**src/rtl/core/gcb_pkg.sv**
```systemverilog
package gcb_pkg;

  // datapath widths
  localparam int unsigned XW        = 34;  // rotation x/y, Q30 with headroom
  localparam int unsigned SC_W      = 33;  // sine/cosine after quadrant fix
  localparam int unsigned VW        = 36;  // vectoring x/y
  localparam int unsigned FRAC      = 30;
  localparam int unsigned LANES     = 3;   // start lat, end lat, dlon
  localparam int unsigned BEARING_W = 25;
  localparam int unsigned DEG_SHIFT = 19;  // 360 * 65536 = 45 * 2^19
  localparam int unsigned DEG_MUL   = 45;

  localparam logic signed [XW-1:0] GAIN_Q30 = 34'sd652032874;

  // lane order inside a rotation cell
  localparam int unsigned LANE_LAT1 = 0;
  localparam int unsigned LANE_LAT2 = 1;
  localparam int unsigned LANE_DLON = 2;

  // atan(2^-k), 2^32 per turn
  function automatic logic [31:0] atan_tab(input int unsigned k);
    logic [31:0] t;
    unique case (k % 32)
      0:  t = 32'h20000000;  1:  t = 32'h12E4051E;
      2:  t = 32'h09FB385B;  3:  t = 32'h051111D4;
      4:  t = 32'h028B0D43;  5:  t = 32'h0145D7E1;
      6:  t = 32'h00A2F61E;  7:  t = 32'h00517C55;
      8:  t = 32'h0028BE53;  9:  t = 32'h00145F2F;
      10: t = 32'h000A2F98;  11: t = 32'h000517CC;
      12: t = 32'h00028BE6;  13: t = 32'h000145F3;
      14: t = 32'h0000A2FA;  15: t = 32'h0000517D;
      16: t = 32'h000028BE;  17: t = 32'h0000145F;
      18: t = 32'h00000A30;  19: t = 32'h00000518;
      20: t = 32'h0000028C;  21: t = 32'h00000146;
      22: t = 32'h000000A3;  23: t = 32'h00000051;
      24: t = 32'h00000029;  25: t = 32'h00000014;
      26: t = 32'h0000000A;  27: t = 32'h00000005;
      28: t = 32'h00000003;  29: t = 32'h00000001;
      30: t = 32'h00000001;  default: t = 32'h00000000;
    endcase
    return t;
  endfunction

endpackage

```
**src/rtl/core/gcb_vec_cell.sv**
```systemverilog
// One vectoring CORDIC step of the arctangent.
module gcb_vec_cell #(
  parameter int unsigned STAGE      = 0,
  parameter int unsigned ANGLE_BITS = 32
) (
  input  logic                          clk_i,
  input  logic                          rst_ni,
  input  logic                          en_i,
  input  logic                          valid_i,
  input  logic signed [gcb_pkg::VW-1:0] x_i,
  input  logic signed [gcb_pkg::VW-1:0] y_i,
  input  logic signed [ANGLE_BITS:0]    z_i,
  input  logic                          zero_i,
  output logic                          valid_o,
  output logic signed [gcb_pkg::VW-1:0] x_o,
  output logic signed [gcb_pkg::VW-1:0] y_o,
  output logic signed [ANGLE_BITS:0]    z_o,
  output logic                          zero_o
);

  localparam int unsigned K     = STAGE % 32;
  localparam logic [63:0] T64   = 64'(gcb_pkg::atan_tab(K));
  localparam logic [63:0] TSCL  = (ANGLE_BITS >= 32) ? (T64 << (ANGLE_BITS - 32))
                                                     : (T64 >> (32 - ANGLE_BITS));
  localparam logic signed [ANGLE_BITS:0] TAB = (ANGLE_BITS + 1)'(TSCL);

  logic signed [gcb_pkg::VW-1:0] x_d, y_d;
  logic signed [ANGLE_BITS:0]    z_d;

  // drive y toward zero, accumulate angle
  always_comb begin
    if (!y_i[gcb_pkg::VW-1]) begin
      x_d = x_i + (y_i >>> K);
      y_d = y_i - (x_i >>> K);
      z_d = z_i + TAB;
    end else begin
      x_d = x_i - (y_i >>> K);
      y_d = y_i + (x_i >>> K);
      z_d = z_i - TAB;
    end
  end

  always_ff @(posedge clk_i or negedge rst_ni) begin
    if (!rst_ni) begin
      valid_o <= 1'b0;
    end else if (en_i) begin
      valid_o <= valid_i;
    end
  end

  always_ff @(posedge clk_i) begin
    if (en_i) begin
      x_o    <= x_d;
      y_o    <= y_d;
      z_o    <= z_d;
      zero_o <= zero_i;
    end
  end

endmodule

```
**config.mk**
```make
export PLATFORM = sky130hd
export DESIGN_NAME = gcb_vec_cell
export DESIGN_NICKNAME = d
export VERILOG_FILES = /design/src/rtl/core/gcb_pkg.sv /design/src/rtl/core/gcb_vec_cell.sv
export SDC_FILE = /design/constraint.sdc
export NUM_CORES = 1
export LEC_CHECK = 0
export BUFFER_PORTS_ARGS = -buffer_cell sky130_fd_sc_hd__buf_2
export CAP_MARGIN = 40
export CORE_MARGIN = 2
export CORE_UTILIZATION = 60
export CTS_CLUSTER_SIZE = 8
export DETAILED_ROUTE_END_ITERATION = 8
export PLACE_DENSITY = 0.87
export RECOVER_POWER = 25
export SLEW_MARGIN = 15
export SYNTH_ARGS = -nofsm -noshare
export SYNTH_HDL_FRONTEND = slang
export SYNTH_SLANG_ARGS = --single-unit
```
**constraint.sdc**
```tcl
create_clock -name clk_i -period 1.1 [get_ports clk_i]
set_input_delay 0.165 -clock clk_i [delete_from_list [all_inputs] [get_ports clk_i]]
set_output_delay 0.165 -clock clk_i [all_outputs]
set_load 0.05 [all_outputs]
```
==> results of run 1 <==
[Yosys cell counts, drive strengths merged, types with 11 or more instances]
cell type	count
a21oi	112
ha	107
edfxtp	105
inv	105
nor2	98
nand2	66
o21ai	65
xnor2	63
a21o	33
clkbuf	32
nor3	25
o21bai	22
a211oi	18
buf	18
a31oi	13
mux2i	13
nand2b	11
nand3	11
o211ai	11
o31ai	11
[kinds of logic after synthesis]
kind of cell             share of synthesized area (%)
AO/OA/AOI/OAI                                    24.54
adder cells (fa/ha/maj)                          14.83
AND/OR/NAND/NOR                                  13.01
flip-flops                                       33.21
XOR/XNOR                                         6.040
buffers and inverters                            6.550
multiplexers                                     1.830
[stage by stage]
stage	setup TNS (ns)	instance area, µm²
after detailed placement	-111.38	14050
after global placement	-101.23	14050
after floorplan	-69.56	10350
==> results.md, run 1 <==
* Die Span Y at 130.3 µm
* Yosys reg bits at 106
* Total CTS buffers at 9
* Synth area leaders: edfxtp_1, ha_1, a21oi_1
* Count of cell types in the netlist at 72
* Root buffer cell: clkbuf_16
* Core Rows at 46
* Die width at 130.3 µm
* Starting density of the core at 60.91%
* Dpl ws at -2.081 ns
* Synth Net Count at 1304
* Synth area leader: edfxtp_1
* Maximum clock path buffer count at 2
* # H-tree levels at 3
* Sequential fraction of the synthesis area at 33.21%
* Status: stopped before the end
* I/O pins at 217
* Async S/R FF share, synth at 0.9434%
* CTS Sinks at 106
* Post-DP HPWL at 31530 µm
* Syn Area/Cell at 8.837 µm²
* Error message: [ERROR DPL-0038] Utilization greater than 100%, impossible to legalize
* Synth Flop Type: edfxtp_1
* Inst Count DP at 1807
* Halt Stage: 4_1_cts
* Mapped Area at 9570 µm²
* Cts repair resizes at 340
* IO buf count at 216
* Post-CTS Hold Fix Bufs at 29
* Syn Inst Count at 1083
* Postcts setup bufs at 51
* Yosys top cell area share at 32.95%
* Placer Congestion at 1.043
* Yosys warns at 0
* Post-synth EDFFs at 105
==> inputs of run 2 (changes only) <==
--- a/config.mk
+++ b/config.mk
@@ -8,10 +8,9 @@
 export BUFFER_PORTS_ARGS = -buffer_cell sky130_fd_sc_hd__buf_2
 export CAP_MARGIN = 40
 export CORE_MARGIN = 2
-export CORE_UTILIZATION = 60
-export CTS_CLUSTER_SIZE = 8
+export CORE_UTILIZATION = 40
 export DETAILED_ROUTE_END_ITERATION = 8
-export PLACE_DENSITY = 0.87
+export PLACE_DENSITY_LB_ADDON = 0.15
 export RECOVER_POWER = 25
 export SLEW_MARGIN = 15
 export SYNTH_ARGS = -nofsm -noshare
==> results.md, run 2 <==
* Xor/xnor cell area share of the yosys netlist at 6.040% (unchanged)
* IO buf count at 216 (unchanged)
* Clk pwr share at 17.4%
* Synth Flop Type: edfxtp_1
* Syn Inst Count at 1083 (unchanged)
* Sw Share at 40.32%
* Class of the worst hold path: in -> reg
* Worst Tran Pin Value at 0.5883 ns
* CP Capture Type: flip-flop
* Sequential Power Share at 27.7%
* ANT cells at 0
* Commonest non-fill, non-tap cells in the layout: buf_4, buf_6, edfxtp_1
* Startpoint Class: primary input
* Crit path cell chain: buf_12 -> inv_12 -> ha_4 -> fa_2 -> and3b_2 -> o21ai_4 -> a311oi_4 -> o41ai_2 -> or3_1 -> o211ai_1 -> o221a_2 -> mux2_4 -> o211a_1
* Post-synth EDFFs at 105 (unchanged)
* Total CTS buffers at 9 (unchanged)
* Count of cell types in the netlist at 72 (unchanged)
* Starting density of the core at 40.77% (-20 points)
* Inst Count DP at 1943 (+7.5%)
* Post-DP HPWL at 27790 µm (-12%)
* Core Rows at 56 (+22%)
* Die area at 25180 µm²
* Crit-path max FO at 2
* Die Span Y at 158.7 µm (+22%)
* Syn Area/Cell at 8.837 µm² (unchanged)
* Yosys warns at 0 (unchanged)
* Root buffer cell: clkbuf_16
* Slew margin rel. at 60.78%
* CTS Sinks at 106 (unchanged)
* Cell depth of the worst flop-to-flop path at 1
* Worst setup path class: in -> reg
* Combinational Power Share at 54.9%
* R2r endpoint: valid_o
* Worst path max stage delay at 0.34 ns
* Area delta synth->final at 79.63%
* Detailed Route WL at 37470 µm
* DRT iter0 DRCs at 612
* CP required at 1.21 ns
* Placer Congestion at 0.9454 (-9.4%)
* VDD IR-drop max at 0.7661 mV
* Worst r2r src: valid_o
* PD cells at 1150 nW/µm²
* Maximum clock path buffer count at 2 (unchanged)
* Nets at 1920
* CTS tree: built
* Fmax at 381.9 MHz
* Sequential fraction of the synthesis area at 33.21% (unchanged)
* Hold_ws at 0.07642 ns
* Mux cell area share after synthesis at 1.830% (unchanged)
* Avg WL per Cell at 18.53 µm
* Largest family of logic cells by synthesized area: compound AO/OA/AOI/OAI gates
* Commonest non-fill, non-tap cell in the layout: buf_4
* Final Setup Violations at 86
* Compound-Gate Fraction of Synth Area at 24.54% (unchanged)
* Mapped Area at 9570 µm² (unchanged)
* Largest net degree at the start of global routing at 32
* RSZ-0062 raised after global routing: yes
* Top cell family by delay on the critical path: compound AO/OA/AOI/OAI gates
* Final Worst Setup Slack at -1.519 ns
* Number of stages on the worst setup path at 13
* Clock slew at reported path FFs at 0.07 ns
* Post-synthesis adder-cell area fraction at 14.83% (unchanged)
* # Max-Cap Violations at 0
* Simple-Gate Fraction of Synth Area at 13.01% (unchanged)
* # DRC at 0
* Yosys top cell area share at 32.95% (unchanged)
* DRT Pass-1 Iters at 5
* Die width at 158.7 µm (+22%)
* Max reg flops at 36
* DR vias at 10.78k
* Global route overflow at 0
* DRT antenna net count at 0
* Violated checks: negative setup slack
* Fin. Hold Viols at 0
* I/O pins at 217 (unchanged)
* Crit path buf inv count at 2
* Synth area leader: edfxtp_1
* Largest regs: x_o: 36 flops, y_o: 35 flops, z_o: 33 flops
* Status: finished, violations left
* Synth area leaders: edfxtp_1, ha_1, a21oi_1
* Reg with most FFs: x_o
* # H-tree levels at 3 (unchanged)
* Crit path to: y_o[28]
* Clock skew at 0 ns
* Async S/R FF share, synth at 0.9434% (unchanged)
* GRT Overall Usage at 28.12%
* Top-count cell post-synth: a21oi_1
* Vias in the first global route at 10.57k
* Finished Layout Cells at 2022
* Crit path launch: y_i[0]
* Leak pwr at 7.727 nW
* Max-slew violation count at 0
* Yosys reg bits at 106 (unchanged)
* Slowest-stage cell, CP: fa_2
* Skew-Pair Late Insertion Delay at 0.35 ns
* Tmin final at 2.619 ns
* Synth Net Count at 1304 (unchanged)
* DR vias/cell at 5.332
* R2R setup slack at 0.32 ns
* Share of cells above drive strength 1 at 52.61%
* Global-route wire length before repair at 55210 µm
* Antenna violations before repair at 0
* Switching power at 7.973 mW
* WP data arrival at 2.73 ns
* Crit share post-route at 238.1%
* Core Area at 23470 µm²
* Synth cell count leaders: a21oi_1, ha_1, edfxtp_1
* Power Internal at 11.80 mW
-- run 2: cell counts after synthesis --
Identical to the previous run, type by type.
-- run 2: what timing repair did --
action	in CTS	in global routing
setup endpoints to repair	168	168
pin swaps	101	71
gates resized for setup	340	162
hold buffers	31	0
endpoints found under the hold margin	31	0
setup buffers	27	18
-- run 2: per-stage QoR --
step	setup slack, ns	area [µm²]	total power, mW	utilization (%)	TNS, ns
finish	-1.519	17190	19.77	73.24	-75.40
global route	-1.600	17190	20.58	73.24	-80.26
CTS	-1.527	16520	19.06	70.39	-75.17
detailed placement	-2.130	14460	14.24	61.60	-106.27
global placement	-2.058	14460	14.17	61.60	-104.39
floorplan	-1.585	10350	10.81	-	-69.56
-- run 2: logic make-up after synthesis --
logic type	count (synthesis)
compound gates	358
xor+xnor	66
fa+ha+maj	111
buf+inv	158
flops	106
mux	17
simple gates	267
-- run 2: how the worst min path moves through the flow --
| stage | startpoint | cells after the start | endpoint |
|---|---|---|---|
| final | valid_i | 2 | valid_o |
| after global routing | valid_i | 2 | valid_o |
| after CTS | valid_i | 2 | valid_o |
| after global placement | rst_ni | 1 | valid_o |
| after detailed placement | rst_ni | 1 | valid_o |
| after floorplan | rst_ni | 0 | valid_o |
-- run 2: layout make-up --
type,instances,area [µm²]
fill,1695,6281
inverter,108,503.0
sequential,106,3178
clock inverter,6,73.82
clock buffer,9,225.2
timing repair buffer,655,5458
tap,319,399.1
multi-input combinational,819,7355
-- run 2: power by group through the flow --
stage	clock network [mW]	logic, mW	registers (mW)
after floorplan	0	3.35	7.46
after global placement	0	8.76	5.41
after detailed placement	0	8.82	5.42
after CTS	3.49	10.1	5.42
after global routing	3.61	11.4	5.54
final	3.43	10.9	5.49
-- run 2: routing by layer --
metal	share of wire, %	GRT usage [%]
met3	5.5	3.538
met1	43	35.55
met5	0	0
met2	49	49.91
met4	2.7	8.580
No activity file was read; power rests on OpenSTA's default activity.
==> inputs of run 3 (changes only) <==
--- a/config.mk
+++ b/config.mk
@@ -8,7 +8,7 @@
 export BUFFER_PORTS_ARGS = -buffer_cell sky130_fd_sc_hd__buf_2
 export CAP_MARGIN = 40
 export CORE_MARGIN = 2
-export CORE_UTILIZATION = 40
+export CORE_UTILIZATION = 37
 export DETAILED_ROUTE_END_ITERATION = 8
 export PLACE_DENSITY_LB_ADDON = 0.15
 export RECOVER_POWER = 25
==> constraint.sdc (replaced) <==
create_clock -name clk_i -period 2.4 [get_ports clk_i]
set_input_delay 0.36 -clock clk_i [delete_from_list [all_inputs] [get_ports clk_i]]
set_output_delay 0.36 -clock clk_i [all_outputs]
set_load 0.05 [all_outputs]
==> results.md, run 3 (synthesis results as in run 2) <==
* Largest regs: x_o: 36 flops, y_o: 35 flops, z_o: 33 flops
* Root buffer cell: clkbuf_16
* Clock skew at 0 ns (unchanged)
* RSZ-0062 raised after global routing: yes
* Avg WL per Cell at 17.94 µm (-3.2%)
* DRT Pass-1 Iters at 5 (unchanged)
* WHS Endpoint: z_o[8]
* R2r endpoint: valid_o
* Global-route wire length before repair at 53350 µm (-3.4%)
* PD cells at 529.8 nW/µm² (-54%)
* Hold_sp: z_i[8]
* Crit path buf inv count at 3 (+1)
* DR vias at 10.38k (-3.8%)
* Overall Power at 8.453 mW (-57%)
* Tmin final at 2.755 ns
* R2R setup slack at 1.66 ns (+1.34 ns)
* Sw Share at 42.02% (+1.7 points)
* Fin. Hold Viols at 0 (unchanged)
* Starting density of the core at 37.90% (-2.9 points)
* Commonest non-fill, non-tap cell in the layout: buf_4
* VDD IR-drop max at 0.3801 mV (-50%)
* Status: finished, violations left
* Power Internal at 4.901 mW (-58%)
* Crit path cell chain: buf_12 -> clkbuf_1 -> ha_4 -> nor3b_4 -> o31ai_2 -> buf_4 -> a211oi_4 -> o2111a_2 -> o31ai_4 -> a21oi_4 -> or4_4 -> o311ai_2 -> xnor2_1
* CTS Sinks at 106 (unchanged)
* Clock slew at reported path FFs at 0.07 ns (about the same)
* Worst Hold Depth at 1 (-1)
* Core Util, Final at 63.18% (-10 points)
* Worst path max stage delay at 0.43 ns (+0.09 ns)
* Slowest-stage cell, CP: or4_4
* Die area at 27170 µm² (+7.9%)
* I/O pins at 217 (unchanged)
* Maximum clock path buffer count at 2 (unchanged)
* Fmax at 362.9 MHz
* Reg with most FFs: x_o
* DR vias/cell at 5.240 (-1.7%)
* Design area at 15960 µm² (-7.2%)
* Die Span Y at 164.8 µm (+3.9%)
* Worst setup path class: in -> reg
* Skew-Pair Late Insertion Delay at 0.36 ns (about the same)
* Final Worst Setup Slack at -0.3554 ns (+1.163 ns)
* Worst r2r src: valid_o
* WP data arrival at 2.87 ns (+0.14 ns)
* Nets at 1865 (-2.9%)
* Startpoint Class: primary input
* Leak pwr at 7.188 nW (-7.0%)
* Crit-path max FO at 5 (+3)
* Top cell family by delay on the critical path: compound AO/OA/AOI/OAI gates
* Clk pwr share at 17.8% (+0.4 points)
* Share of cells above drive strength 1 at 52.40% (-0.22 points)
* Max-slew violation count at 0 (unchanged)
* Slew margin rel. at 9.285% (-51 points)
* GRT Overall Usage at 25.33% (-2.8 points)
* Max reg flops at 36 (unchanged)
* Crit share post-route at 114.8%
* DRT iter0 DRCs at 564 (-7.8%)
* Final Setup Violations at 43 (-50%)
* Hold_ws at 0.1703 ns (+0.09385 ns)
* Total CTS buffers at 9 (unchanged)
* DRT antenna net count at 0 (unchanged)
* CTS tree: built
* CP required at 2.51 ns (+1.30 ns)
* Cell depth of the worst flop-to-flop path at 1 (unchanged)
* Core Rows at 58 (+3.6%)
* Worst Tran Pin Value at 1.361 ns (+0.7724 ns)
* Violated checks: negative setup slack
* Switching power at 3.552 mW (-55%)
* Vias in the first global route at 10.03k (-5.1%)
* Die width at 164.8 µm (+3.9%)
* # H-tree levels at 3 (unchanged)
* Post-DP Area at 14000 µm² (-3.2%)
* Post-DP HPWL at 27390 µm (-1.4%)
* # Max-Cap Violations at 0 (unchanged)
* Class of the worst hold path: in -> reg
* Largest net degree at the start of global routing at 49 (+53%)
* Commonest non-fill, non-tap cells in the layout: buf_4, buf_2, edfxtp_1
* # DRC at 0 (unchanged)
* Global route overflow at 0 (unchanged)
* Combinational Power Share at 53.3% (-1.6 points)
* IO buf count at 216 (unchanged)
* Core Area at 25250 µm² (+7.6%)
* Area delta synth->final at 66.73%
* Sequential Power Share at 28.9% (+1.2 points)
* Placer Congestion at 0.9099 (-3.8%)
* Detailed Route WL at 35530 µm (-5.2%)
* CP Capture Type: flip-flop
* Antenna violations before repair at 1 (+1)
run 3: timing repair:
action | in CTS | in global routing
hold endpoints to repair | 1 | 0
resized for setup | 169 | 134
hold buffers | 1 | 0
buffers inserted | 41 | 20
pin swaps | 83 | 95
setup endpoints to repair | 45 | 49
run 3: cell type report:
| type | instances | area [µm²] |
|---|---|---|
| diodes | 1 | 2.502 |
| fillers | 2145 | 9298 |
| clock inverters | 6 | 51.30 |
| clock buffers | 10 | 229.0 |
| multi-input cells | 819 | 7318 |
| inverters | 108 | 478.0 |
| repair buffers | 600 | 4287 |
| flip-flops and latches | 106 | 3178 |
| well taps | 330 | 412.9 |
run 3: power by group through the flow:
stage	Combinational [mW]	Clock (mW)	Sequential (mW)
3_5_place_dp	3.94	0	2.49
6_report	4.50	1.50	2.45
3_3_place_gp	3.92	0	2.48
5_1_grt	4.77	1.60	2.47
4_1_cts	4.27	1.54	2.45
2_1_floorplan	1.51	0	3.42
run 3: metrics by stage:
step                      instances  worst slack (ns)  setup TNS (ns)
final                          1980           -0.3554          -8.355
after floorplan                1083           -0.4796          -6.069
after CTS                      1966           -0.3447          -6.585
after detailed placement       1909           -0.8635          -31.72
after global placement         1909           -0.7936          -30.78
after global routing           1980           -0.4373          -12.65
run 3: per-layer routing:
metal / part of all wire [%] / track usage, % / vias to the layer above
met2: 48 / 44.22 / 339
met3: 5.9 / 3.039 / 51
met4: 2.1 / 7.312 / 0
li1: - / - / 5016
met5: 0 / 0 / -
met1: 44 / 32.89 / 4970
run 3: worst max-delay path by stage:
stage	start	to	slack, ns	cells after the start
CTS	y_i[0]	y_o[28]	-0.34	13
finish	y_i[0]	x_o[35]	-0.36	13
floorplan	y_i[0]	y_o[28]	-0.48	12
global placement	y_i[0]	y_o[28]	-0.79	13
detailed placement	y_i[0]	y_o[28]	-0.86	13
global route	y_i[0]	y_o[23]	-0.44	14
