$ cat config.mk
export PLATFORM = sky130hd
export DESIGN_NAME = gcb_rot_cell
export DESIGN_NICKNAME = d
export VERILOG_FILES = /design/src/rtl/core/gcb_pkg.sv /design/src/rtl/core/gcb_rot_cell.sv
export SDC_FILE = /design/constraint.sdc
export NUM_CORES = 1
export LEC_CHECK = 0
export BUFFER_PORTS_ARGS = -buffer_cell sky130_fd_sc_hd__buf_2
export CORE_MARGIN = 5
export CORE_UTILIZATION = 40
export CTS_CLUSTER_DIAMETER = 40
export DETAILED_ROUTE_END_ITERATION = 6
export GPL_ROUTABILITY_DRIVEN = 1
export PLACE_DENSITY_LB_ADDON = 0.3
export SYNTH_ARGS = -nofsm -noshare
export SYNTH_HDL_FRONTEND = slang
export SYNTH_SLANG_ARGS = --single-unit
$ cat constraint.sdc
create_clock -name clk_i -period 1 [get_ports clk_i]
set_input_delay 0.1 -clock clk_i [delete_from_list [all_inputs] [get_ports clk_i]]
set_output_delay 0.1 -clock clk_i [all_outputs]
set_load 0.005 [all_outputs]
$ cat src/rtl/core/gcb_pkg.sv
package gcb_pkg;

  // datapath widths
  localparam int unsigned XW        = 34;  // rotation x/y, Q30 with headroom
  localparam int unsigned SC_W      = 33;  // sine/cosine after quadrant fix
  localparam int unsigned VW        = 36;  // vectoring x/y
  localparam int unsigned FRAC      = 30;
  localparam int unsigned LANES     = 3;   // start lat, end lat, dlon
  localparam int unsigned BEARING_W = 25;
  localparam int unsigned DEG_SHIFT = 19;  // 360 * 65536 = 45 * 2^19
  localparam int unsigned DEG_MUL   = 45;

  localparam logic signed [XW-1:0] GAIN_Q30 = 34'sd652032874;

  // lane order inside a rotation cell
  localparam int unsigned LANE_LAT1 = 0;
  localparam int unsigned LANE_LAT2 = 1;
  localparam int unsigned LANE_DLON = 2;

  // atan(2^-k), 2^32 per turn
  function automatic logic [31:0] atan_tab(input int unsigned k);
    logic [31:0] t;
    unique case (k % 32)
      0:  t = 32'h20000000;  1:  t = 32'h12E4051E;
      2:  t = 32'h09FB385B;  3:  t = 32'h051111D4;
      4:  t = 32'h028B0D43;  5:  t = 32'h0145D7E1;
      6:  t = 32'h00A2F61E;  7:  t = 32'h00517C55;
      8:  t = 32'h0028BE53;  9:  t = 32'h00145F2F;
      10: t = 32'h000A2F98;  11: t = 32'h000517CC;
      12: t = 32'h00028BE6;  13: t = 32'h000145F3;
      14: t = 32'h0000A2FA;  15: t = 32'h0000517D;
      16: t = 32'h000028BE;  17: t = 32'h0000145F;
      18: t = 32'h00000A30;  19: t = 32'h00000518;
      20: t = 32'h0000028C;  21: t = 32'h00000146;
      22: t = 32'h000000A3;  23: t = 32'h00000051;
      24: t = 32'h00000029;  25: t = 32'h00000014;
      26: t = 32'h0000000A;  27: t = 32'h00000005;
      28: t = 32'h00000003;  29: t = 32'h00000001;
      30: t = 32'h00000001;  default: t = 32'h00000000;
    endcase
    return t;
  endfunction

endpackage

$ cat src/rtl/core/gcb_rot_cell.sv
// One rotation CORDIC step for the three sine/cosine lanes.
module gcb_rot_cell #(
  parameter int unsigned STAGE      = 0,
  parameter int unsigned ANGLE_BITS = 32
) (
  input  logic                                 clk_i,
  input  logic                                 rst_ni,
  input  logic                                 en_i,
  input  logic                                 valid_i,
  input  logic signed [gcb_pkg::XW-1:0]        x_i    [gcb_pkg::LANES],
  input  logic signed [gcb_pkg::XW-1:0]        y_i    [gcb_pkg::LANES],
  input  logic signed [ANGLE_BITS:0]           z_i    [gcb_pkg::LANES],
  input  logic        [gcb_pkg::LANES-1:0]     flip_i,
  output logic                                 valid_o,
  output logic signed [gcb_pkg::XW-1:0]        x_o    [gcb_pkg::LANES],
  output logic signed [gcb_pkg::XW-1:0]        y_o    [gcb_pkg::LANES],
  output logic signed [ANGLE_BITS:0]           z_o    [gcb_pkg::LANES],
  output logic        [gcb_pkg::LANES-1:0]     flip_o
);

  localparam int unsigned K     = STAGE % 32;
  localparam logic [63:0] T64   = 64'(gcb_pkg::atan_tab(K));
  localparam logic [63:0] TSCL  = (ANGLE_BITS >= 32) ? (T64 << (ANGLE_BITS - 32))
                                                     : (T64 >> (32 - ANGLE_BITS));
  localparam logic signed [ANGLE_BITS:0] TAB = (ANGLE_BITS + 1)'(TSCL);

  logic signed [gcb_pkg::XW-1:0] x_d [gcb_pkg::LANES];
  logic signed [gcb_pkg::XW-1:0] y_d [gcb_pkg::LANES];
  logic signed [ANGLE_BITS:0]    z_d [gcb_pkg::LANES];

  // rotate toward z = 0
  always_comb begin
    for (int l = 0; l < gcb_pkg::LANES; l++) begin
      if (!z_i[l][ANGLE_BITS]) begin
        x_d[l] = x_i[l] - (y_i[l] >>> K);
        y_d[l] = y_i[l] + (x_i[l] >>> K);
        z_d[l] = z_i[l] - TAB;
      end else begin
        x_d[l] = x_i[l] + (y_i[l] >>> K);
        y_d[l] = y_i[l] - (x_i[l] >>> K);
        z_d[l] = z_i[l] + TAB;
      end
    end
  end

  always_ff @(posedge clk_i or negedge rst_ni) begin
    if (!rst_ni) begin
      valid_o <= 1'b0;
    end else if (en_i) begin
      valid_o <= valid_i;
    end
  end

  always_ff @(posedge clk_i) begin
    if (en_i) begin
      x_o    <= x_d;
      y_o    <= y_d;
      z_o    <= z_d;
      flip_o <= flip_i;
    end
  end

endmodule

==> run_results.csv, run 1 <==
group,metric,value,unit
global_routing,grt_pass1_vias,29550,
placement,dpl.hpwl,90910,um
clocking,cts_buffers,53,
critical_path,startpoint_type,"input port",
yosys,synthArstFlopShare,0.3289,%
placement,gp_congestion,1.003,
critical_path,worst_ep_required_time,1.37,ns
floorplan,ios,617,
final_layout,final.fill_count,4528,
drt,vias,29750,
drt,wl_per_cell,21.62,um
power_and_ir_drop,total_power,61.20,mW
power_and_ir_drop,irDropWorstVdd,1329,uV
yosys,synth_top_family_by_area,"compound AO/OA/AOI/OAI gates",
floorplan,rows,93,
yosys,synth-xor-area-share,6.721,%
critical_path,cp.arrival,2.80,ns
yosys,synth-simple-area-share,10.78,%
floorplan,die_h,264.0,um
timing,max_slew_margin,59.84,%
final_layout,post-route-util,71.82,%
yosys,synthFlopType,"edfxtp_1",
placement,placed_cell_area,38760,um2
critical_path,ff2ff_setup_slack,0.19,ns
worst_hold_path,hold_class,"input port to register",
drt,drtAntennaViolNets,0,
global_routing,grt_overflow,0,
timing,tightest_slew,0.5988,ns
yosys,synth_compound_gate_area_share,22.67,%
yosys,yosys.cell_types.count,91,
global_routing,antenna_found_initial,29,
power_and_ir_drop,powerDensity,1329,nW/um2
global_routing,grt_pass1_wl,174500,um
timing,rsz0062_at_grt,"yes",
final_layout,area_delta_synth_final,78.48,%
final_layout,layout-drive-gt1-share,53.47,%
yosys,ys_top_cells_by_area,"edfxtp_1 (35%), ha_1 (15%), a21oi_1 (6.9%), xnor2_1 (5.5%), inv_1 (4.2%)",
global_routing,grt_max_degree,38,
timing,slew_violations,0,
drt,drtPass1Iterations,6,
timing,fin_crit_sh,243.3,%
placement,io_buffers,616,
yosys,synth_fa_ha_area_share,15.77,%
placement,dpl_worst_slack,-2.344,ns
flow_run,maxCapViolCount,0,
global_routing,track_usage,31.56,%
critical_path,cp-end-kind,"register",
yosys,synth_top_area_cell,"edfxtp_1",
timing,hold_violations,0,
yosys,syn-num-nets,3473,
final_layout,final_area,46050,um2
floorplan,initial_core_util,40.24,%
timing,finalSetupViolCount,496,
timing,finalCriticalPeriod,2.433,ns
yosys,synth_mux_area_share,2.105,%
run_status,status,"finished, violations left",
timing,setup_tns,-253.18,ns
critical_path,worstSetupPathType,"input port to register",
clocking,h-tree-depth,2,
run_status,violations,"setup timing",
drt,drc,0,
clocking,clk_latency,0.60,ns
clocking,cts.root.buffer_cell,"clkbuf_16",
yosys,synth_area,25800,um2
yosys,syn_area_per_cell,9.069,um2
clocking,cts_tree,"done",
yosys,synth.top_cell.area_share,35.27,%
yosys,syn_inst,2845,
timing,max_freq,411.0,MHz
floorplan,die-area,69680,um2
clocking,cts.sinks,304,
yosys,ys_ff_latch,304,
timing,hold_slack,0.02127,ns
placement,place_inst,5207,
yosys,ys_warn_count,0,
timing,skew,0,ns
clocking,clk_pin_slew,0.06,ns
yosys,seq_area_frac_synth,35.36,%
drt,drt_iter0_drc,2501,
floorplan,die_width,264.0,um
drt,viasPerCell,5.357,
power_and_ir_drop,power.leakage,21.26,nW
yosys,synth-edff-count,303,
timing,layout_setup_ws,-1.433,ns
final_layout,layout.nets,5260,
floorplan,core_area,64120,um2
drt,drt_wl_total,120100,um
critical_path,worstPathMaxFanout,3,
clocking,clockBufferDepth,3,
final_layout,fin_cells,5553,
[routing by layer]
layer  track usage (%)  vias to the layer above  routed length, um
met5                 0                        -                 50
met2             54.11                     1435              57870
met4             14.85                        8               7072
met3             5.728                      374               8761
met1             38.55                    14150              46330
li1                  -                    13780                  -
[cell usage in the layout, fill, tap and decap left out, types with 14 or more instances in the layout]
cell and count:
a21oi_1 223, nand4_1 22, xnor2_1 122, nor2b_1 20
ha_4 48, nand2_1 89, xnor2_2 36, nor3_1 32
a21oi_4 29, buf_4 1027, edfxtp_1 303, o211ai_1 19
o21ai_2 55, a211oi_2 15, buf_2 577, buf_12 31
diode_2 24, o21bai_1 65, o21ai_1 48, nor2_4 21
ha_1 250, o21a_1 23, nor2_2 27, inv_2 31
nand2_2 16, inv_1 242, and3_1 14, dlygate4sd3_1 112
o21ai_4 17, o21ai_0 77, inv_4 16, a21o_1 66
buf_6 102, clkbuf_16 53, mux2i_1 32, nand3_1 32
xor2_1 32, a21oi_2 105, nand2b_1 23, nor2_1 194
[power by group]
| group | leakage, nW | internal (mW) | total (mW) | switching [mW] |
|---|---|---|---|---|
| Clock | 0.873 | 11.2 | 18.4 | 7.17 |
| Combinational | 17.4 | 12.5 | 25.6 | 13.1 |
| Sequential | 2.98 | 16.5 | 17.2 | 0.756 |
| Total | 21.3 | 40.2 | 61.2 | 21.0 |
[flip-flops by register name (all words and copies together), names as in the netlist]
register  flops
x_o         101
y_o         100
z_o          99
flip_o        3
valid_o       1
[path summary, 6_finish.rpt]
kind | cells after the start | startpoint | end
worst max-delay path | 16 | y_i[0] | y_o[32]$_DFFE_PP_
worst min-delay path | 3 | z_i[98] | x_o[91]$_DFFE_PP_
worst max register to register | 1 | valid_o$_DFFE_PN0P_ | valid_o$_DFFE_PN0P_
worst min register to register | 1 | valid_o$_DFFE_PN0P_ | valid_o$_DFFE_PN0P_
max in group asynchronous | 3 | rst_ni | valid_o$_DFFE_PN0P_
min in group asynchronous | 3 | rst_ni | valid_o$_DFFE_PN0P_
[logic make-up after synthesis]
family	count (synthesis)
AO/OA/AOI/OAI	931
XOR/XNOR	198
adder cells (fa/ha/maj)	318
buffers and inverters	443
flip-flops	304
multiplexers	54
AND/OR/NAND/NOR	597
[worst max-delay path, stage by stage]
cell	delay, ns
buf_12	0.11
ha_4	0.16
fa_2	0.34
nor2b_4	0.15
o21ai_4	0.16
a31oi_4	0.12
o21ai_4	0.21
o31ai_4	0.10
a221oi_2	0.24
buf_4	0.19
buf_6	0.09
o21a_1	0.14
a21oi_2	0.08
a211o_1	0.31
mux2i_2	0.19
xor2_1	0.09
[cell usage after synthesis, drive strengths merged, types with 11 or more instances]
library cell  instances
and3                 14
a21o                 66
nor3                 41
or2                  12
a21oi               357
fa                   12
o21a                 24
o211ai               19
nand2               110
o21ai               197
nor4                 16
nand3                44
inv                 307
ha                  306
a221oi               13
nor2                242
edfxtp              303
a211oi               24
xor2                 37
buf                  51
nand2b               29
o31ai                25
nor2b                35
o21bai               72
mux2i                52
nand4                22
xnor2               161
a31oi                21
or3                  11
clkbuf               76
[final cells by class]
class	count	area (um2)	area share, %
multi-input cells	2098	18950	41.16
repair buffers	1859	13640	29.62
flip-flops and latches	304	9124	19.81
inverters	316	1423	3.089
clock buffers	57	1341	2.913
well taps	855	1070	2.323
clock inverters	40	439.2	0.9537
diodes	24	60.06	0.1304
[repair_timing]
item,4_1_cts,5_1_grt
pin swaps,257,251
endpoints found under the hold margin,144,0
buffers inserted,92,79
hold buffers,112,0
resized for setup,511,247
endpoints found under the setup margin,491,492
Note: power is estimated with default switching activity, not from simulation.
==> run 2: changes to the inputs <==
Settings changed: CORE_MARGIN 5 to 2.
Clock period 1 ns to 3 ns, I/O delays scaled along.
==> run_results.csv, run 2 (synthesis results as in run 1) <==
group,metric,value,unit
run_status,status,"completed",
global_routing,grt_pass1_vias,25320,
placement,place_inst,4705,
floorplan,ios,617,
global_routing,antenna_found_initial,32,
critical_path,worst_ep_required_time,3.35,ns
power_and_ir_drop,irDropWorstVdd,464.8,uV
timing,slew_violations,0,
drt,drc,0,
timing,max_slew_margin,40.54,%
global_routing,track_usage,27.57,%
drt,wl_per_cell,19.41,um
timing,fin_crit_sh,97.52,%
floorplan,die-area,66550,um2
final_layout,reg_top3,"x_o: 101 flops, y_o: 100 flops, z_o: 99 flops",
final_layout,seqCellArea,9124,um2
power_and_ir_drop,powerDensity,490.6,nW/um2
final_layout,layout_commonest_cell,"buf_2",
clocking,cts.root.buffer_cell,"clkbuf_16",
placement,dpl_worst_slack,-0.6319,ns
critical_path,crit_path_max_incr_delay,0.33,ns
clocking,cts.sinks,304,
global_routing,grt_max_degree,86,
drt,drt_wl_total,95590,um
final_layout,multi_input_area,15120,um2
drt,viasPerCell,5.242,
placement,io_buffers,616,
floorplan,rows,93,
critical_path,cp_cell_sequence,"buf_2 -> buf_4 -> ha_2 -> fa_2 -> nor2b_1 -> o211ai_1 -> a41oi_2 -> o2bb2ai_2 -> o21ba_4 -> o211ai_1 -> a211oi_2 -> buf_4 -> o221ai_1 -> a21o_1 -> mux2i_1 -> xor2_1",
timing,layout_setup_ws,0.07437,ns
drt,drt_iter0_drc,2160,
global_routing,grt_pass1_wl,144200,um
worst_hold_path,hold_class,"input port to register",
clocking,clk_pin_slew,0.05,ns
timing,finalSetupViolCount,0,
clocking,h-tree-depth,2,
critical_path,cp-end-kind,"register",
final_layout,largest_reg_flops,101,
drt,drtAntennaViolNets,0,
clocking,clk_latency,0.64,ns
critical_path,ff2ff_setup_slack,2.23,ns
final_layout,post-route-util,56.85,%
final_layout,final_cell_mix,"buf_2 (615), buf_4 (515), a21oi_1 (350)",
floorplan,die_h,258.0,um
final_layout,regMostFlops,"x_o",
final_layout,final.fill_count,5848,
power_and_ir_drop,power.leakage,17.14,nW
global_routing,grt_overflow,0,
timing,hold_slack,0.06096,ns
timing,max_freq,341.8,MHz
floorplan,initial_core_util,40.24,%
flow_run,maxCapViolCount,0,
critical_path,worstPathMaxFanout,3,
critical_path,worstSetupPathType,"input port to register",
critical_path,cp.arrival,3.27,ns
critical_path,crit_slowest_cell,"fa_2",
final_layout,area_delta_synth_final,41.28,%
placement,gp_congestion,0.9764,
critical_path,startpoint_type,"input port",
clocking,clockBufferDepth,3,
timing,rsz0062_at_grt,"yes",
final_layout,fin_cells,4924,
final_layout,layout-drive-gt1-share,32.26,%
timing,hold_violations,0,
timing,skew,0,ns
final_layout,layout.nets,4636,
timing,tightest_slew,0.8919,ns
floorplan,core_area,64120,um2
drt,drtPass1Iterations,5,
floorplan,die_width,258.0,um
placement,dpl.hpwl,76460,um
timing,finalCriticalPeriod,2.926,ns
clocking,cts_buffers,56,
drt,vias,25810,
clocking,cts_tree,"done",
-- run 2: per-layer routing --
metal | share of wire [%] | vias up | global-route usage, %
li1 | - | 12480 | -
met1 | 41 | 12140 | 34.58
met2 | 47 | 956 | 46.27
met3 | 8.2 | 199 | 7.205
met4 | 3.2 | 36 | 8.783
met5 | 0.25 | - | 0
-- run 2: worst paths after layout --
path                                     start  cells after the start                  end
min in group asynchronous               rst_ni                      3  valid_o$_DFFE_PN0P_
max in group asynchronous               rst_ni                      3  valid_o$_DFFE_PN0P_
hold / removal                         z_i[96]                      2    z_o[96]$_DFFE_PP_
setup reg to reg           valid_o$_DFFE_PN0P_                      1  valid_o$_DFFE_PN0P_
hold reg to reg            valid_o$_DFFE_PN0P_                      1  valid_o$_DFFE_PN0P_
setup / recovery                       x_i[34]                     16    y_o[66]$_DFFE_PP_
-- run 2: metrics by stage --
stage / setup TNS (ns) / instance area, um2 / power, mW
5_1_grt: -0.04824 / 36440 / 18.73
3_5_place_dp: -33.76 / 33380 / 11.45
2_1_floorplan: -0.01196 / 25810 / 8.551
3_3_place_gp: -32.33 / 33380 / 11.43
4_1_cts: 0 / 36260 / 17.90
6_report: 0 / 36450 / 17.88
-- run 2: layout make-up --
| type | instances | area share [%] |
|---|---|---|
| Timing Repair Buffer | 1232 | 21.98 |
| Clock buffer | 58 | 3.865 |
| Sequential cell | 304 | 25.03 |
| Clock inverter | 47 | 1.370 |
| Antenna cell | 14 | 0.09611 |
| Tap cell | 855 | 2.935 |
| Multi-Input combinational cell | 2098 | 41.48 |
| Inverter | 316 | 3.254 |
-- run 2: repair_timing --
item	CTS	global route
resized for setup	0	29
hold buffers	97	0
buffers inserted	0	3
pin swaps	1	8
endpoints found under the setup margin	1	33
hold endpoints to repair	96	0
-- run 2: report_power, final --
part / internal [mW] / total (mW) / switching (mW)
Combinational: 2.69 / 5.92 / 3.22
Sequential: 5.48 / 5.70 / 0.214
Clock: 3.72 / 6.27 / 2.55
-- run 2: critical path: cells and delay by family --
kind / cells / cell delay, ns
fa+ha+maj: 2 / 0.52
simple gates: 1 / 0.16
buf+inv: 3 / 0.41
xor+xnor: 1 / 0.09
mux: 1 / 0.15
compound gates: 8 / 1.63
==> run 3: changes to the inputs <==
Settings changed: CORE_UTILIZATION 40 to 45.
==> run_results.csv, run 3 (synthesis results as in run 1) <==
group,metric,value,unit
placement,placed_cell_area,33440,um2
placement,dpl_worst_slack,-0.7117,ns
power_and_ir_drop,power_frac_clock,34.0,%
critical_path,cp_top_family,"compound AO/OA/AOI/OAI gates",
global_routing,antenna_found_initial,21,
clocking,clk_latency,0.58,ns
timing,fin_crit_sh,97.96,%
floorplan,initial_core_util,45.67,%
critical_path,cp-end-kind,"register",
floorplan,die-area,59270,um2
worst_hold_path,hold_start,"z_i[96]",
floorplan,rows,87,
power_and_ir_drop,powerDensity,487.9,nW/um2
drt,viasPerCell,5.434,
timing,max_slew_margin,38.83,%
placement,gp_congestion,1.013,
floorplan,core_area,56500,um2
final_layout,final_cell_mix,"buf_2 (615), buf_4 (534), a21oi_1 (351)",
drt,wl_per_cell,19.92,um
floorplan,ios,617,
critical_path,worstPathMaxFanout,4,
drt,drtAntennaViolNets,0,
global_routing,grt_max_degree,74,
critical_path,r2r-start,"valid_o$_DFFE_PN0P_",
final_layout,final_area,36440,um2
flow_run,maxCapViolCount,0,
power_and_ir_drop,netSwitchingPower,5.922,mW
worst_hold_path,whs_path_depth,2,
timing,finalCriticalPeriod,2.939,ns
drt,drt_wl_total,96330,um
clocking,cts_buffers,52,
timing,hold_violations,0,
global_routing,track_usage,31.09,%
final_layout,reg_top3,"x_o: 101 flops, y_o: 100 flops, z_o: 99 flops",
timing,tightest_slew,0.9176,ns
global_routing,grt_pass1_vias,25820,
drt,top_layer_used,"met5",
power_and_ir_drop,power.leakage,17.25,nW
final_layout,post-route-util,64.51,%
timing,max_freq,340.3,MHz
final_layout,seqCellArea,9124,um2
critical_path,critPathBufInv,2,
drt,drc,3,
critical_path,crit_path_max_incr_delay,0.41,ns
critical_path,worstSetupPathType,"input port to register",
critical_path,cp_cell_sequence,"buf_2 -> inv_1 -> ha_1 -> fa_1 -> nor2b_1 -> o21ai_0 -> a21oi_1 -> o21ai_1 -> o221a_2 -> o2111a_1 -> nor2_1 -> a21bo_1 -> nor2_1 -> a21oi_1 -> xnor2_1",
final_layout,layout-drive-gt1-share,32.60,%
power_and_ir_drop,pwr-share-seq,32.1,%
timing,finalSetupViolCount,0,
final_layout,final.fill_count,4769,
final_layout,regMostFlops,"x_o",
timing,slew_violations,0,
timing,skew,0,ns
placement,dpl.hpwl,76710,um
drt,drt_iter0_drc,1809,
final_layout,layout.nets,4652,
critical_path,r2r_end,"valid_o$_DFFE_PN0P_",
run_status,status,"finished, violations left",
final_layout,largest_reg_flops,101,
global_routing,grt_overflow,0,
critical_path,startpoint_type,"input port",
critical_path,crit_slowest_cell,"nor2_1",
power_and_ir_drop,p_sw_share,33.31,%
worst_hold_path,holdPathEnd,"z_o[96]$_DFFE_PP_",
power_and_ir_drop,pwr-share-comb,33.9,%
timing,layout_setup_ws,0.06133,ns
clocking,cts.root.buffer_cell,"clkbuf_16",
critical_path,worst_ep_required_time,3.33,ns
floorplan,die_width,243.5,um
drt,drt-met1-wl,38930,um
final_layout,area_delta_synth_final,41.24,%
power_and_ir_drop,p_int,11.86,mW
worst_hold_path,hold_class,"input port to register",
critical_path,r2r_cells,1,
final_layout,multi_input_area,15170,um2
placement,io_buffers,616,
final_layout,layout_commonest_cell,"buf_2",
drt,vias,26280,
clocking,cts.sinks,304,
drt,drtPass1Iterations,7,
power_and_ir_drop,irDropWorstVdd,474.2,uV
floorplan,die_h,243.5,um
clocking,h-tree-depth,2,
timing,setup_tns,0,ns
global_routing,grt_pass1_wl,144500,um
drt,wl_met2,46200,um
drt,wl_met3,7831,um
clocking,cts_tree,"done",
timing,rsz0062_at_grt,"yes",
clocking,clk_pin_slew,0.06,ns
clocking,clockBufferDepth,3,
run_status,violations,"DRC",
critical_path,ff2ff_setup_slack,2.26,ns
critical_path,cp.arrival,3.27,ns
[run 3: per-layer routing]
metal,vias up,global-route usage (%)
met5,-,0
met4,20,9.960
met3,234,6.962
met2,1114,53.30
met1,12400,38.76
li1,12520,-
[run 3: worst max path at each step]
stage | from | endpoint | cells after the start
after global placement | x_i[34] | x_o[66]$_DFFE_PP_ | 15
after global routing | x_i[40] | y_o[67]$_DFFE_PP_ | 17
after floorplan | x_i[0] | x_o[30]$_DFFE_PP_ | 13
after detailed placement | x_i[34] | x_o[66]$_DFFE_PP_ | 15
after CTS | x_i[0] | x_o[30]$_DFFE_PP_ | 14
final | x_i[68] | x_o[96]$_DFFE_PP_ | 15
[run 3: power by group through the flow]
stage / Sequential, mW / Clock, mW / Combinational, mW
after detailed placement: 5.77 / 0 / 5.75
after global placement: 5.76 / 0 / 5.72
after global routing: 5.74 / 6.31 / 6.50
final: 5.70 / 6.05 / 6.03
after floorplan: 5.80 / 0 / 2.75
after CTS: 5.70 / 6.11 / 5.90
[run 3: timing repair]
| item | in CTS | in global routing |
|---|---|---|
| hold buffers | 96 | 0 |
| endpoints found under the hold margin | 95 | 0 |
| setup endpoints to repair | 4 | 29 |
| pin swaps | 1 | 12 |
| buffers inserted | 1 | 2 |
| gates resized for setup | 2 | 32 |
[run 3: cell type report]
type | count | share of cell area [%]
Sequential cell | 304 | 25.04
Clock inverter | 43 | 1.250
Clock buffer | 55 | 3.687
Inverter | 316 | 3.255
Multi-Input combinational cell | 2098 | 41.63
Tap cell | 756 | 2.596
Timing Repair Buffer | 1252 | 22.45
Antenna cell | 13 | 0.08927
[run 3: through the flow]
step	power [mW]	instances	hold slack (ns)
floorplan	8.551	2845	0.004409
global placement	11.49	4627	0.07494
detailed placement	11.51	4627	0.07586
CTS	17.70	4822	0.04205
global route	18.55	4829	0.07287
finish	17.78	4837	0.07912
